File: config.mk
export PLATFORM = sky130hd
export DESIGN_NAME = cross_laplacian_sharpen
export DESIGN_NICKNAME = d
export VERILOG_FILES = /design/src/rtl/cls_pkg.sv /design/src/rtl/cross_laplacian_sharpen.sv
export SDC_FILE = /design/constraint.sdc
export NUM_CORES = 1
export LEC_CHECK = 0
export ABC_AREA = 1
export ABC_CLOCK_PERIOD_IN_PS = 17000
export BUFFER_PORTS_ARGS = -buffer_cell sky130_fd_sc_hd__buf_2
export CORE_ASPECT_RATIO = 0.7
export CORE_UTILIZATION = 30
export CTS_CLUSTER_DIAMETER = 60
export CTS_CLUSTER_SIZE = 8
export DETAILED_ROUTE_END_ITERATION = 10
export MAX_ROUTING_LAYER = met4
export PLACE_DENSITY = 0.43
export SYNTH_ARGS = -nofsm -noshare
export SYNTH_HDL_FRONTEND = slang
export SYNTH_SLANG_ARGS = --single-unit
File: constraint.sdc
create_clock -name aclk -period 17 [get_ports aclk]
set_input_delay 1.7 -clock aclk [delete_from_list [all_inputs] [get_ports aclk]]
set_output_delay 1.7 -clock aclk [all_outputs]
set_load 0.005 [all_outputs]
File: src/rtl/cls_pkg.sv
`default_nettype none

package cls_pkg;

    localparam int DEFAULT_ROWS = 24;
    localparam int DEFAULT_COLS = 32;

    localparam int PIX_W   = 8;
    localparam int GUARD_W = 9;
    localparam int GAIN_W  = 3;
    localparam int CFG_W   = 9;
    localparam int CFG_IDX_W = 3;

    localparam logic               RST_SHARPEN_ENABLE  = 1'b1;
    localparam logic [PIX_W-1:0]   RST_MIN_DIFFERENCE  = 8'd2;
    localparam logic [PIX_W-1:0]   RST_MAX_DIFFERENCE  = 8'd24;
    localparam logic [GUARD_W-1:0] RST_HIGHLIGHT_GUARD = 9'd220;
    localparam logic [GAIN_W-1:0]  RST_GAIN_NUMERATOR  = 3'd2;

    // Division by five as a multiply by ceil(2^16 / 5) and a 16-bit shift; exact
    // for dividends below 2^14.
    localparam int            DIV5_SHIFT = 16;
    localparam logic [13:0]   DIV5_RECIP = 14'd13108;

    typedef enum logic [CFG_IDX_W-1:0] {
        REG_SHARPEN_ENABLE  = 3'd0,
        REG_MIN_DIFFERENCE  = 3'd1,
        REG_MAX_DIFFERENCE  = 3'd2,
        REG_HIGHLIGHT_GUARD = 3'd3,
        REG_GAIN_NUMERATOR  = 3'd4
    } cfg_reg_t;

    typedef struct packed {
        logic [PIX_W-1:0] gray_in;
        logic             frame_start;
    } pix_in_t;

    typedef struct packed {
        logic [PIX_W-1:0] gray_out;
        logic             frame_last;
    } pix_out_t;

endpackage

`default_nettype wire

File: src/rtl/cross_laplacian_sharpen.sv
// Each result passes through the stage 1, 2 and 3 registers and then the output register.
// Throughput: one pixel per cycle unless m_ready stalls the output; the last pixel of a frame
// adds ROWS flush beats, during which s_ready is low.
// Reset: synchronous, active low; clears the position count, the pipeline valids and
// the configuration registers to their defaults; the pixel line itself is not cleared.
`default_nettype none

module cross_laplacian_sharpen
    import cls_pkg::*;
#(
    parameter int ROWS = DEFAULT_ROWS,
    parameter int COLS = DEFAULT_COLS
) (
    input  wire logic                 aclk,
    input  wire logic                 aresetn,

    input  wire logic                 cfg_wr_en,
    input  wire logic [CFG_IDX_W-1:0] cfg_index,
    input  wire logic [CFG_W-1:0]     cfg_data,

    input  wire logic                 s_valid,
    output logic                      s_ready,
    input  wire pix_in_t              s_data,

    output logic                      m_valid,
    input  wire logic                 m_ready,
    output pix_out_t                  m_data
);

    localparam int LINE_DEPTH = 2 * ROWS;
    localparam int ROW_W      = $clog2(ROWS);
    localparam int COL_W      = $clog2(COLS);
    localparam int FLUSH_W    = $clog2(ROWS + 1);

    // Configuration registers.
    logic               enable_reg;
    logic [PIX_W-1:0]   min_diff_reg;
    logic [PIX_W-1:0]   max_diff_reg;
    logic [GUARD_W-1:0] guard_reg;
    logic [GAIN_W-1:0]  gain_reg;

    always_ff @(posedge aclk) begin
        if (!aresetn) begin
            enable_reg   <= RST_SHARPEN_ENABLE;
            min_diff_reg <= RST_MIN_DIFFERENCE;
            max_diff_reg <= RST_MAX_DIFFERENCE;
            guard_reg    <= RST_HIGHLIGHT_GUARD;
            gain_reg     <= RST_GAIN_NUMERATOR;
        end else if (cfg_wr_en) begin
            unique case (cfg_reg_t'(cfg_index))
                REG_SHARPEN_ENABLE:  enable_reg   <= cfg_data[0];
                REG_MIN_DIFFERENCE:  min_diff_reg <= cfg_data[PIX_W-1:0];
                REG_MAX_DIFFERENCE:  max_diff_reg <= cfg_data[PIX_W-1:0];
                REG_HIGHLIGHT_GUARD: guard_reg    <= cfg_data;
                REG_GAIN_NUMERATOR:  gain_reg     <= cfg_data[GAIN_W-1:0];
                default: ;
            endcase
        end
    end

    // Pipeline control: every stage moves when the output register is free.
    logic advance;
    logic s_accept;
    logic flush_go;
    logic out_valid_reg;

    logic [FLUSH_W-1:0] flush_cnt_reg, flush_cnt_next;
    logic [ROW_W-1:0]   row_reg, row_next, row_cur;
    logic [COL_W-1:0]   col_reg, col_next, col_cur;
    logic               at_last;

    assign advance  = !out_valid_reg || m_ready;
    assign s_ready  = advance && (flush_cnt_reg == '0);
    assign s_accept = s_valid && s_ready;
    assign flush_go = advance && (flush_cnt_reg != '0);

    assign row_cur = s_data.frame_start ? '0 : row_reg;
    assign col_cur = s_data.frame_start ? '0 : col_reg;
    assign at_last = (row_cur == ROW_W'(ROWS - 1)) && (col_cur == COL_W'(COLS - 1));

    always_comb begin
        row_next       = row_reg;
        col_next       = col_reg;
        flush_cnt_next = flush_cnt_reg;
        if (s_accept) begin
            if (at_last) begin
                row_next       = '0;
                col_next       = '0;
                flush_cnt_next = FLUSH_W'(ROWS);
            end else if (row_cur == ROW_W'(ROWS - 1)) begin
                row_next = '0;
                col_next = col_cur + 1'b1;
            end else begin
                row_next = row_cur + 1'b1;
                col_next = col_cur;
            end
        end else if (flush_go) begin
            flush_cnt_next = flush_cnt_reg - 1'b1;
        end
    end

    always_ff @(posedge aclk) begin
        if (!aresetn) begin
            row_reg       <= '0;
            col_reg       <= '0;
            flush_cnt_reg <= '0;
        end else begin
            row_reg       <= row_next;
            col_reg       <= col_next;
            flush_cnt_reg <= flush_cnt_next;
        end
    end

    // Pixel line: the newest pixel enters at index 0. Flush beats keep shifting so that
    // the pixel due next always sits at the centre tap.
    logic [PIX_W-1:0] line_reg [LINE_DEPTH];

    always_ff @(posedge aclk) begin
        if (s_accept || flush_go) begin
            line_reg[0] <= s_data.gray_in;
            for (int k = 1; k < LINE_DEPTH; k++) begin
                line_reg[k] <= line_reg[k-1];
            end
        end
    end

    // Stage 1: neighbourhood taps.
    logic             s1_valid_reg;
    logic             s1_interior_reg;
    logic             s1_last_reg;
    logic [PIX_W-1:0] s1_c_reg, s1_up_reg, s1_dn_reg, s1_lf_reg, s1_rt_reg;

    always_ff @(posedge aclk) begin
        if (!aresetn) begin
            s1_valid_reg <= 1'b0;
        end else if (advance) begin
            s1_valid_reg <= flush_go || (s_accept && (col_cur != '0));
        end
    end

    always_ff @(posedge aclk) begin
        if (advance) begin
            s1_c_reg        <= line_reg[ROWS-1];
            s1_up_reg       <= line_reg[ROWS];
            s1_dn_reg       <= line_reg[ROWS-2];
            s1_lf_reg       <= line_reg[LINE_DEPTH-1];
            s1_rt_reg       <= s_data.gray_in;
            s1_interior_reg <= !flush_go && (row_cur != '0) && (row_cur != ROW_W'(ROWS - 1))
                               && (col_cur >= COL_W'(2));
            s1_last_reg     <= flush_go && (flush_cnt_reg == FLUSH_W'(1));
        end
    end

    // Stage 2: difference against the neighbour average, bypass decision and clamp.
    logic [PIX_W+1:0]        sum4;
    logic [PIX_W-1:0]        avg;
    logic signed [PIX_W:0]   diff, lim, diff_clamp;
    logic [PIX_W:0]          mag;
    logic                    bypass;

    always_comb begin
        sum4 = {2'b00, s1_up_reg} + {2'b00, s1_dn_reg} + {2'b00, s1_lf_reg}
             + {2'b00, s1_rt_reg};
        avg  = sum4[PIX_W+1:2];
        diff = $signed({1'b0, s1_c_reg}) - $signed({1'b0, avg});
        mag  = diff[PIX_W] ? unsigned'(-diff) : unsigned'(diff);
        lim  = $signed({1'b0, max_diff_reg});
        bypass = !s1_interior_reg || !enable_reg || (mag < {1'b0, min_diff_reg})
               || (({1'b0, s1_c_reg} >= guard_reg) && !diff[PIX_W] && (diff != '0));
        if (diff > lim) begin
            diff_clamp = lim;
        end else if (diff < -lim) begin
            diff_clamp = -lim;
        end else begin
            diff_clamp = diff;
        end
    end

    logic                  s2_valid_reg;
    logic                  s2_last_reg;
    logic                  s2_bypass_reg;
    logic [PIX_W-1:0]      s2_c_reg;
    logic signed [PIX_W:0] s2_diff_reg;

    always_ff @(posedge aclk) begin
        if (!aresetn) begin
            s2_valid_reg <= 1'b0;
        end else if (advance) begin
            s2_valid_reg <= s1_valid_reg;
        end
    end

    always_ff @(posedge aclk) begin
        if (advance) begin
            s2_last_reg   <= s1_last_reg;
            s2_bypass_reg <= bypass;
            s2_c_reg      <= s1_c_reg;
            s2_diff_reg   <= diff_clamp;
        end
    end

    // Stage 3: magnitude times gain numerator.
    logic [PIX_W-1:0] s2_abs;

    assign s2_abs = s2_diff_reg[PIX_W] ? PIX_W'(unsigned'(-s2_diff_reg))
                                       : PIX_W'(unsigned'(s2_diff_reg));

    logic                      s3_valid_reg;
    logic                      s3_last_reg;
    logic                      s3_bypass_reg;
    logic                      s3_neg_reg;
    logic [PIX_W-1:0]          s3_c_reg;
    logic [PIX_W+GAIN_W-1:0]   s3_prod_reg;

    always_ff @(posedge aclk) begin
        if (!aresetn) begin
            s3_valid_reg <= 1'b0;
        end else if (advance) begin
            s3_valid_reg <= s2_valid_reg;
        end
    end

    always_ff @(posedge aclk) begin
        if (advance) begin
            s3_last_reg   <= s2_last_reg;
            s3_bypass_reg <= s2_bypass_reg;
            s3_neg_reg    <= s2_diff_reg[PIX_W];
            s3_c_reg      <= s2_c_reg;
            s3_prod_reg   <= {{GAIN_W{1'b0}}, s2_abs} * {{PIX_W{1'b0}}, gain_reg};
        end
    end

    // Stage 4: divide by five toward zero, add to the pixel and saturate.
    logic [PIX_W+GAIN_W+13:0] quot_full;
    logic [PIX_W:0]           quot;
    logic signed [PIX_W+2:0]  sum_v;
    logic [PIX_W-1:0]         sharp;

    always_comb begin
        quot_full = {14'd0, s3_prod_reg} * {{(PIX_W+GAIN_W){1'b0}}, DIV5_RECIP};
        quot      = quot_full[DIV5_SHIFT+PIX_W:DIV5_SHIFT];
        if (s3_neg_reg) begin
            sum_v = $signed({3'b000, s3_c_reg}) - $signed({2'b00, quot});
        end else begin
            sum_v = $signed({3'b000, s3_c_reg}) + $signed({2'b00, quot});
        end
        if (sum_v < 0) begin
            sharp = '0;
        end else if (sum_v > $signed(11'd255)) begin
            sharp = '1;
        end else begin
            sharp = sum_v[PIX_W-1:0];
        end
    end

    pix_out_t out_data_reg;

    always_ff @(posedge aclk) begin
        if (!aresetn) begin
            out_valid_reg <= 1'b0;
        end else if (advance) begin
            out_valid_reg <= s3_valid_reg;
        end
    end

    always_ff @(posedge aclk) begin
        if (advance) begin
            out_data_reg.gray_out   <= s3_bypass_reg ? s3_c_reg : sharp;
            out_data_reg.frame_last <= s3_last_reg;
        end
    end

    assign m_valid = out_valid_reg;
    assign m_data  = out_data_reg;

endmodule

`default_nettype wire

# Word level (Yosys, flattened, before mapping)
# Memories as Yosys holds them, arrays and structs flattened. A register that Yosys moved wholly into a read port is not among the register bits.
# Index checks and enable logic that the tools add are counted.
[totals]
ff_bits = 132
ram_bits = 384
in_bits = 26
output_inout_bits = 11
n_memories = 1
[mem_list]
columns = ["name", "words", "width", "read_ports", "rd_ports_with_merged_regs", "wr", "line", "source"]
rows = [
  ["line_reg", 48, 8, 48, 1, 48, "cross_laplacian_sharpen.sv:116", "logic [PIX_W-1:0] line_reg [LINE_DEPTH];"],
]
[op_classes]
n_addsub = 12
mul = 2
n_lt_le_gt_ge = 7
eq_ne = 9
muxes = 19
n_reduce_logical = 35
[op_table]
columns = ["cell", "n"]
rows = [
  ["$mux W5", 9],
  ["$mux W8", 5],
  ["$mul A11 B12 Y23 const B", 1],
  ["$mux W9", 2],
  ["$reduce_bool A5 Y1", 3],
  ["$reduce_and A2 Y1", 6],
  ["$gt A11 B9 Y1 const B", 1],
  ["$logic_and A1 B1 Y1", 11],
  ["$lt A11 B1 Y1 const B", 1],
  ["$mul A8 B3 Y11", 1],
  ["$mux W11", 1],
  ["$add A10 B8 Y10", 1],
  ["$add A5 B1 Y5 const B", 2],
  ["$add A8 B9 Y10", 1],
  ["$add A9 B8 Y10", 1],
  ["$eq A5 B5 Y1 const B", 2],
  ["$sub A8 B9 Y10", 1],
  ["$add A8 B8 Y9", 1],
  ["$ge A8 B9 Y1", 1],
  ["$gt A9 B9 Y1", 1],
  ["$lt A9 B8 Y1", 1],
  ["$lt A9 B9 Y1", 1],
  ["$neg A8 Y9", 1],
  ["$neg A9 Y9", 1],
  ["17 further kinds", 28],
]

# Longest topological paths before layout
# Gate-level depths: netlist of the first run.
[depth]
word_depth = 9
depth_mapped = 36

# Worst setup path after synthesis of the first run
# Ideal clock, no wire load.
[synth_timing]
path_kind = "input -> register"
from = "input m_ready"
to = "memory line_reg[0][0], enable pin"
setup_ns = 0.763
t_arrival_ns = 12.228
setup_slack_ns = 4.009
stages = 4
cell_sequence = "nor2_1 > inv_1 > nand2_1 > nand2_1"
[synth_rtl]
columns = ["item", "line", "source"]
rows = [
  ["start: declaration", "cross_laplacian_sharpen.sv:26", "input wire logic m_ready,"],
  ["end: declaration", "cross_laplacian_sharpen.sv:116", ""],
]

# Final worst setup path of the first run
[layout_timing]
from = "register s3_prod_reg[5]"
to = "register out_data_reg, in the netlist m_data[5] (data pin)"
[layout_via]
elab_chain_len = 7
word_cells_on_any_way = 9
classes_between = "add/sub (2); mul (1); order compare (2); mux (4)"
[layout_rtl]
columns = ["item", "line", "source"]
rows = [
  ["start: declaration", "cross_laplacian_sharpen.sv:213", "logic [PIX_W+GAIN_W-1:0] s3_prod_reg;"],
  ["start signal: assignment", "cross_laplacian_sharpen.sv:229", "s3_prod_reg <= {{GAIN_W{1'b0}}, s2_abs} * {{PIX_W{1'b0}}, gain_reg};"],
  ["$mul A11 B12 Y23 *", "cross_laplacian_sharpen.sv:240", "quot_full = {14'd0, s3_prod_reg} * {{(PIX_W+GAIN_W){1'b0}}, DIV5_RECIP};"],
  ["$add A8 B9 Y10 or $sub A8 B9 Y10 (tied branches)", "cross_laplacian_sharpen.sv:245, cross_laplacian_sharpen.sv:243", ""],
  ["$mux W11 *", "cross_laplacian_sharpen.sv:242", "if (s3_neg_reg) begin"],
  ["$gt A11 B9 Y1", "cross_laplacian_sharpen.sv:249", "end else if (sum_v > $signed(11'd255)) begin"],
  ["$mux W8", "cross_laplacian_sharpen.sv:249", ""],
  ["$mux W8 *", "cross_laplacian_sharpen.sv:247", "if (sum_v < 0) begin"],
  ["$mux W8 *", "cross_laplacian_sharpen.sv:268", "out_data_reg.gray_out <= s3_bypass_reg ? s3_c_reg : sharp;"],
  ["end: declaration", "cross_laplacian_sharpen.sv:256", "pix_out_t out_data_reg;"],
]
# Mark *: on every way between the ends. The rest lies on a longest branch, timed or not.
# A chain may end at the register's enable or synchronous reset.

==> flow_summary_export.csv, run 1 <==
group,metric,value,unit
run_status,status,"finished clean",
synthesis,synth_top_cell_area_share,63.41,%
synthesis,synth_compound_area_share,5.085,%
floorplanning,rows,83,
clocking,numCtsBuffers,77,
worst_setup_path,cp_data_arrival_time,6670,ps
grt,grt_max_degree,199,
worst_setup_path,timing.rr.start,"s3_prod_reg[5]",
worst_setup_path,crit_path_start_kind,"register",
worst_setup_path,crit_top_cell,"nand2_1",
sta,slew_violations,0,
sta,finalCritPeriodShare,37.18,%
routing,wl_per_cell,14.83,um
synthesis,synthAdderAreaFrac,13.39,%
synthesis,synth.area.mux_share,0,%
sta,fin_tns_setup,0,ps
worst_setup_path,r2r-end,"m_data[5]",
synthesis,synth_top_family_by_area,"adder cells",
finish,largest_reg_flops,384,
sta,fmax,158.2,MHz
floorplanning,start_util,30.53,%
worst_setup_path,cp.buffers_inverters,3,
grt,antenna_found_initial,2,
worst_setup_path,worstRegToRegCells,30,
sta,finalHoldViolCount,0,
routing,vias,11900,
routing,first_pass_iters,5,
sta,setup_viol,0,
worst_setup_path,cp.required,17350,ps
worst_hold_path,min_from,"line_reg[46][1]",
clocking,clockBufferDepth,3,
floorplanning,dieArea,76250,sq um
worst_setup_path,critPathMaxFanout,8,
grt,grt_usage,11.55,%
synthesis,synthTopCellsByCount,"edfxtp_1, nand2_1, inv_1, ha_1, a21oi_1",
synthesis,synth_xor_area_share,1.821,%
clocking,cts_tree,"done",
flow_run,drv_cap,0,
sta,slew_headroom,26.28,%
worst_setup_path,path_delay_family,"adder cells",
clocking,post-cts-setup-buffers,0,
worst_setup_path,rrSetupSlack,10680,ps
sta,layout_min_cycle_time,6321,ps
worst_setup_path,critPathKind,"register to register",
clocking,cts_root_buffer,"clkbuf_16",
synthesis,yosysMostFrequentCell,"edfxtp_1",
placed_design,port_buffers,36,
synthesis,yosys_warnings,0,
clocking,clock-sinks,524,
routing,drc,0,
routing,drtIter0Drc,886,
finish,nNetsFinal,1965,
finish,fillers,7133,
worst_hold_path,hold_path.class,"register to register",
routing,vias_per_cell,4.340,
worst_setup_path,cp-end-kind,"register",
routing,ant_nets,0,
grt,grt_pass1_wl,66870,um
synthesis,ys_ff_latch,524,
worst_hold_path,worstHoldEndpoint,"line_reg[47][1]",
synthesis,ys_seq_area_share,67.68,%
floorplanning,die_width,329.6,um
finish,drive_above_1_share,9.472,%
synthesis,yosys_most_used_dff,"edfxtp_1",
clocking,clk_latency,600,ps
worst_hold_path,worstHoldPathCells,0,
clocking,htree_levels,3,
floorplanning,die_h,231.3,um
grt,grt_pass1_vias,11930,
synthesis,synth_area_per_cell,13.84,sq um
worst_setup_path,cp_slowest_cell,"fa_1",
clocking,cts.clk_slew.worst_paths,50,ps
floorplanning,core-area,73840,sq um
sta,fin_skew,18.01,ps
synthesis,yosysTopAreaCell,"edfxtp_1",
clocking,cts_resized,0,
routing,routed_wl,40650,um
grt,overflow,0,
finish,area_growth_syn_to_layout,15.74,%
floorplanning,io_pins,37,
placed_design,dp_hpwl,27170,um
synthesis,synthCells,1629,
sta,worstMarginPinSlew,1106,ps
synthesis,synthSimpleGateAreaFrac,7.927,%
synthesis,synth_area_leaders,"edfxtp_1, ha_1, fa_1",
synthesis,synthArstFlopShare,0,%
synthesis,synth_nets,1862,
sta,rsz0062_at_grt,"false",
placed_design,gp_congestion,0.8283,
clocking,ctsHoldBuffers,0,
synthesis,synth.cell_area,22540,sq um
synthesis,synth-edff-count,476,
worst_setup_path,critPathMaxStageDelay,550,ps
synthesis,yosysUniqueCellTypes,56,
==> logic make-up (layout without fill, tap and decap cells) <==
group,Yosys count,in the layout
buf+inv,241,375
flops,524,524
simple gates,411,411
other cells,0,1
fa+ha+maj,207,207
compound gates,200,200
xor+xnor,46,46
==> how the worst max path moves through the flow <==
stage                      to           start  cells past startpoint
6_report            m_data[5]  s3_prod_reg[5]                     30
5_1_grt             m_data[7]  s3_prod_reg[5]                     30
4_1_cts             m_data[7]  s3_prod_reg[5]                     30
3_5_place_dp        m_data[5]  s3_prod_reg[5]                     30
3_3_place_gp        m_data[2]  s3_prod_reg[2]                     35
2_1_floorplan  line_reg[0][0]         m_ready                      4
==> final cells by class <==
class,instances,area (sq um),share of cell area (%)
Sequential cell,524,15250,58.47
Multi-Input combinational cell,864,6369,24.41
Antenna cell,1,2.502,0.009592
Timing Repair Buffer,40,222.7,0.8537
Inverter,225,857.1,3.285
Clock buffer,101,2017,7.731
Tap cell,977,1222,4.686
Clock inverter,9,143.9,0.5515
==> per-stage QoR <==
step | util, % | cell area (sq um) | hold WS (ps) | worst slack, ps | instances
after floorplan | - | 22540 | 400.3 | 4009 | 1629
after global placement | 32.40 | 23930 | 400.7 | 10710 | 2630
after detailed placement | 32.40 | 23930 | 404.5 | 10670 | 2630
after CTS | 35.33 | 26090 | 401.1 | 10650 | 2740
after global routing | 35.33 | 26090 | 409.4 | 10070 | 2741
final | 35.33 | 26090 | 405.4 | 10680 | 2741
==> routing by layer <==
metal  track usage [%]  routed length (um)  part of all wire (%)
met4             4.065                1032                   2.5
met5                 -                   0                     0
met2             14.85               15810                    39
met1             17.31               21930                    54
met3             2.782                1878                   4.6
==> cells in the final DEF (no fill, tap or decap), types with 13 or more instances in the layout <==
master,count
o211ai_1,18
nor3_1,16
clkbuf_16,77
nand2_1,238
o21ai_0,56
fa_1,57
a21oi_1,91
nand4_1,13
dfxtp_1,48
clkbuf_1,24
nand3_1,31
buf_2,36
ha_1,150
xor2_1,35
edfxtp_1,476
nor2_1,77
inv_1,217
Power of run 1 is left out: the tool's default activity adds up to more than one toggle a clock period on the data nets, which glitch-free logic cannot reach.
==> run 2, diff against run 1 <==
--- a/config.mk
+++ b/config.mk
@@ -6,7 +6,7 @@
 export NUM_CORES = 1
 export LEC_CHECK = 0
 export ABC_AREA = 1
-export ABC_CLOCK_PERIOD_IN_PS = 17000
+export ABC_CLOCK_PERIOD_IN_PS = 6100
 export BUFFER_PORTS_ARGS = -buffer_cell sky130_fd_sc_hd__buf_2
 export CORE_ASPECT_RATIO = 0.7
 export CORE_UTILIZATION = 30
==> constraint.sdc (replaced) <==
create_clock -name aclk -period 6.1 [get_ports aclk]
set_input_delay 0.61 -clock aclk [delete_from_list [all_inputs] [get_ports aclk]]
set_output_delay 0.61 -clock aclk [all_outputs]
set_load 0.005 [all_outputs]
==> flow_summary_export.csv, run 2 (same netlist as run 1, synthesis figures left out) <==
group,metric,value,unit
worst_hold_path,hold_path.class,"input pin to register",
sta,slew_violations,0,
sta,finalHoldViolCount,0,
finish,multi_input_comb_area,6679,sq um
worst_setup_path,critPathMaxStageDelay,550,ps
finish,area_growth_syn_to_layout,18.78,%
finish,final_util,36.26,%
finish,drive_above_1_share,14.81,%
finish,nNetsFinal,2006,
floorplanning,core-area,73840,sq um
clocking,htree_levels,3,
clocking,clock-sinks,524,
routing,first_pass_iters,5,
routing,met2_length,16430,um
sta,slew_headroom,38.95,%
clocking,cts_root_buffer,"clkbuf_16",
finish,final_cell_mix,"edfxtp_1, nand2_1, inv_1, ha_1, a21oi_1",
clocking,cts.clk_slew.worst_paths,50,ps
routing,drc,0,
sta,rsz0062_at_grt,"true",
flow_run,drv_cap,0,
worst_setup_path,cp.required,6440,ps
placed_design,gp_congestion,0.8303,
worst_setup_path,cp_data_arrival_time,6240,ps
finish,fillers,6997,
floorplanning,die_width,329.6,um
worst_setup_path,crit_top_cell,"nand2_2",
sta,layout_min_cycle_time,5898,ps
grt,grt_max_degree,130,
floorplanning,start_util,30.53,%
clocking,clockBufferDepth,3,
worst_setup_path,crit_path_start_kind,"register",
grt,grt_pass1_vias,12080,
worst_setup_path,cp-end-kind,"register",
sta,setup_viol,0,
clocking,numCtsBuffers,77,
routing,routed_wl,41500,um
floorplanning,die_h,231.3,um
sta,fin_tns_setup,0,ps
run_status,status,"finished clean",
floorplanning,io_pins,37,
floorplanning,dieArea,76250,sq um
finish,final_common_cell,"edfxtp_1",
grt,grt_usage,11.59,%
sta,fmax,169.5,MHz
routing,wl_per_cell,14.92,um
worst_setup_path,critPathKind,"register to register",
clocking,clk_latency,610,ps
grt,overflow,0,
worst_setup_path,cp_slowest_cell,"fa_2",
grt,grt_pass1_wl,66960,um
finish,largest_reg_flops,384,
finish,register_area,15250,sq um
worst_setup_path,critPathMaxFanout,5,
finish,fin_cells,2782,
placed_design,dp_hpwl,27340,um
clocking,ctsHoldBuffers,0,
routing,wl_met3,1557,um
clocking,cts_tree,"done",
routing,ant_nets,0,
grt,antenna_found_initial,3,
routing,vias_per_cell,4.306,
routing,drtIter0Drc,716,
placed_design,dp.cells,2653,
sta,fin_skew,33.08,ps
routing,wl_met1,22670,um
sta,finalCritPeriodShare,96.69,%
floorplanning,rows,83,
routing,top_layer,"met4",
sta,worstMarginPinSlew,915.8,ps
placed_design,port_buffers,36,
routing,vias,11980,
[run 2: cell count changes in the layout (fill, tap and decap cells not counted), sizes merged]
| cell | previous run | this run |
|---|---|---|
| buf | 40 | 80 |
| bufinv | 1 | 0 |
| clkbuf | 101 | 99 |
| clkinv | 6 | 7 |
| clkinvlp | 0 | 5 |
| diode | 1 | 2 |
| inv | 227 | 224 |
[run 2: repair_timing]
item	4_1_cts	5_1_grt
endpoints found under the setup margin	6	18
pin swaps	3	36
cloned	0	1
gates resized for setup	6	63
setup buffers	2	15
[run 2: final timing paths]
| path | to | startpoint | slack (ps) | depth (start not counted) |
|---|---|---|---|---|
| max reg2reg | m_data[8] | s3_prod_reg[9] | 200 | 30 |
| min reg2reg | line_reg[27][1] | line_reg[26][1] | 390 | 0 |
| max | m_data[8] | s3_prod_reg[9] | 200 | 30 |
| min | line_reg[0][0] | s_data[1] | 230 | 1 |
[run 2: metal layers]
layer,track usage [%],vias up
met1,17.54,5802
met5,-,-
met3,2.550,63
li1,-,5956
met4,3.718,0
met2,15.07,158
[run 2: final cells by class]
| class | count | area share [%] |
|---|---|---|
| Multi-Input combinational cell | 864 | 24.95 |
| Tap cell | 977 | 4.566 |
| Inverter | 225 | 3.215 |
| Antenna cell | 2 | 0.01869 |
| Clock inverter | 10 | 0.6355 |
| Sequential cell | 524 | 56.97 |
| Clock buffer | 99 | 7.542 |
| Timing Repair inverter | 1 | 0.02804 |
| Timing Repair Buffer | 80 | 2.075 |
[run 2: worst max-delay path, delay by kind of cell, from the launching register on]
family	cells	cell delay, ps
DFF	1	400
adders and majority gates	7	2800
AOI/OAI and AO/OA	4	470
buffers and inverters	5	420
and+or+nand+nor	14	1540
[run 2: metrics by stage]
| stage | worst slack, ps | hold slack [ps] | area (sq um) |
|---|---|---|---|
| 3_5_place_dp | -71.39 | 404.5 | 24120 |
| 6_report | 201.9 | 226.9 | 26770 |
| 2_1_floorplan | 365.0 | 400.3 | 22560 |
| 4_1_cts | 4.086 | 198.1 | 26370 |
| 3_3_place_gp | -21.76 | 400.8 | 24120 |
| 5_1_grt | -72.65 | 203.6 | 26770 |
Power of run 2 is left out for the same reason.
==> run 3, diff against run 2 <==
--- a/config.mk
+++ b/config.mk
@@ -15,6 +15,7 @@
 export DETAILED_ROUTE_END_ITERATION = 10
 export MAX_ROUTING_LAYER = met4
 export PLACE_DENSITY = 0.43
+export SETUP_SLACK_MARGIN = 0.3
 export SYNTH_ARGS = -nofsm -noshare
 export SYNTH_HDL_FRONTEND = slang
 export SYNTH_SLANG_ARGS = --single-unit
==> flow_summary_export.csv, run 3 (same netlist as run 1, synthesis figures left out) <==
group,metric,value,unit
run_status,status,"finished clean",
grt,grt_pass1_vias,12240,
clocking,htree_levels,3,
grt,antenna_found_initial,3,
worst_setup_path,path_delay_family,"adder cells",
finish,drive_above_1_share,17.99,%
sta,worstMarginPinSlew,907.9,ps
floorplanning,die_h,231.3,um
worst_setup_path,cp-end-kind,"register",
worst_setup_path,cp_data_arrival_time,6190,ps
finish,fin_cells,2802,
placed_design,dp.cells,2653,
floorplanning,rows,83,
sta,fin_skew,33.35,ps
grt,grt_pass1_wl,67810,um
routing,ant_nets,0,
floorplanning,dieArea,76250,sq um
finish,final_cell_mix,"edfxtp_1, nand2_1, inv_1, ha_1, a21oi_1",
worst_setup_path,cp_slowest_cell,"fa_2",
worst_setup_path,crit_path_start_kind,"register",
finish,largest_reg_flops,384,
sta,fmax,170.9,MHz
clocking,clock-sinks,524,
worst_hold_path,min_from,"s_data[1]",
clocking,cts.clk_slew.worst_paths,50,ps
placed_design,gp_congestion,0.8303,
routing,first_pass_iters,7,
worst_hold_path,hold_path.class,"input pin to register",
finish,area_growth_syn_to_layout,20.85,%
floorplanning,die_width,329.6,um
routing,vias_per_cell,4.320,
clocking,cts_root_buffer,"clkbuf_16",
sta,rsz0062_at_grt,"true",
clocking,clk_latency,610,ps
flow_run,drv_cap,0,
worst_setup_path,critPathMaxFanout,3,
floorplanning,core-area,73840,sq um
sta,setup_viol,0,
routing,vias,12110,
sta,finalCritPeriodShare,95.95,%
worst_setup_path,critPathKind,"register to register",
grt,grt_max_degree,130,
floorplanning,io_pins,37,
sta,finalHoldViolCount,0,
placed_design,port_buffers,36,
finish,final_util,36.89,%
clocking,clockBufferDepth,3,
worst_setup_path,critPathLaunch,"s3_prod_reg[9]",
sta,fin_worst_hold_slack,228.5,ps
sta,slew_headroom,39.48,%
routing,wl_per_cell,14.99,um
sta,layout_min_cycle_time,5853,ps
worst_setup_path,critPathMaxStageDelay,540,ps
routing,drc,0,
worst_setup_path,cp.required,6440,ps
routing,routed_wl,42010,um
placed_design,dp_hpwl,27340,um
grt,grt_usage,11.73,%
worst_setup_path,cp.buffers_inverters,6,
grt,overflow,0,
sta,slew_violations,0,
clocking,cts_tree,"done",
finish,nNetsFinal,2026,
routing,drtIter0Drc,740,
floorplanning,start_util,30.53,%
worst_setup_path,crit_top_cell,"nand2_1",
finish,final_common_cell,"edfxtp_1",
sta,fin_tns_setup,0,ps
clocking,numCtsBuffers,77,
worst_setup_path,timing.rr.start,"s3_prod_reg[9]",
[run 3: area by class of cell]
cell class                 instances  area [sq um]
fill                            6965         46600
timing repair buffer             100         749.5
inverter                         225         863.3
sequential                       524         15250
antenna                            2         5.005
timing repair inverter             1         7.507
clock buffer                      99          2019
tap                              977          1222
clock inverter                    10         170.2
multi-input combinational        864          6949
[run 3: repair_timing]
item / in CTS / in global routing
resized for setup: 44 / 100
cloned: 0 / 1
setup endpoints to repair: 16 / 18
buffers inserted: 23 / 14
hold buffers: 0 / 0
pin swaps: 29 / 42
[run 3: through the flow]
| stage | area, sq um | setup WS (ps) |
|---|---|---|
| 4_1_cts | 26720 | 299.1 |
| 3_5_place_dp | 24120 | -71.39 |
| 5_1_grt | 27240 | 51.35 |
| 2_1_floorplan | 22560 | 365.0 |
| 6_report | 27240 | 247.0 |
| 3_3_place_gp | 24120 | -21.76 |
[run 3: worst paths after layout]
kind                          end  slack, ps  depth (start not counted)
setup / recovery        m_data[6]        250                         29
hold / removal     line_reg[0][0]        230                          1
setup reg to reg        m_data[6]        250                         29
hold reg to reg   line_reg[27][1]        390                          0
[run 3: routing by layer]
metal  vias to the layer above  global-route usage [%]  share of wire (%)  wire length (um)
met1                      5898                   17.67                 54             22700
met4                         0                   3.718                2.0               837
met5                         -                       -                  0                 0
met2                       146                   15.38                 40             16880
li1                       6000                       -                  -                 -
met3                        62                   2.550                3.8              1582
Power of run 3 is left out for the same reason.
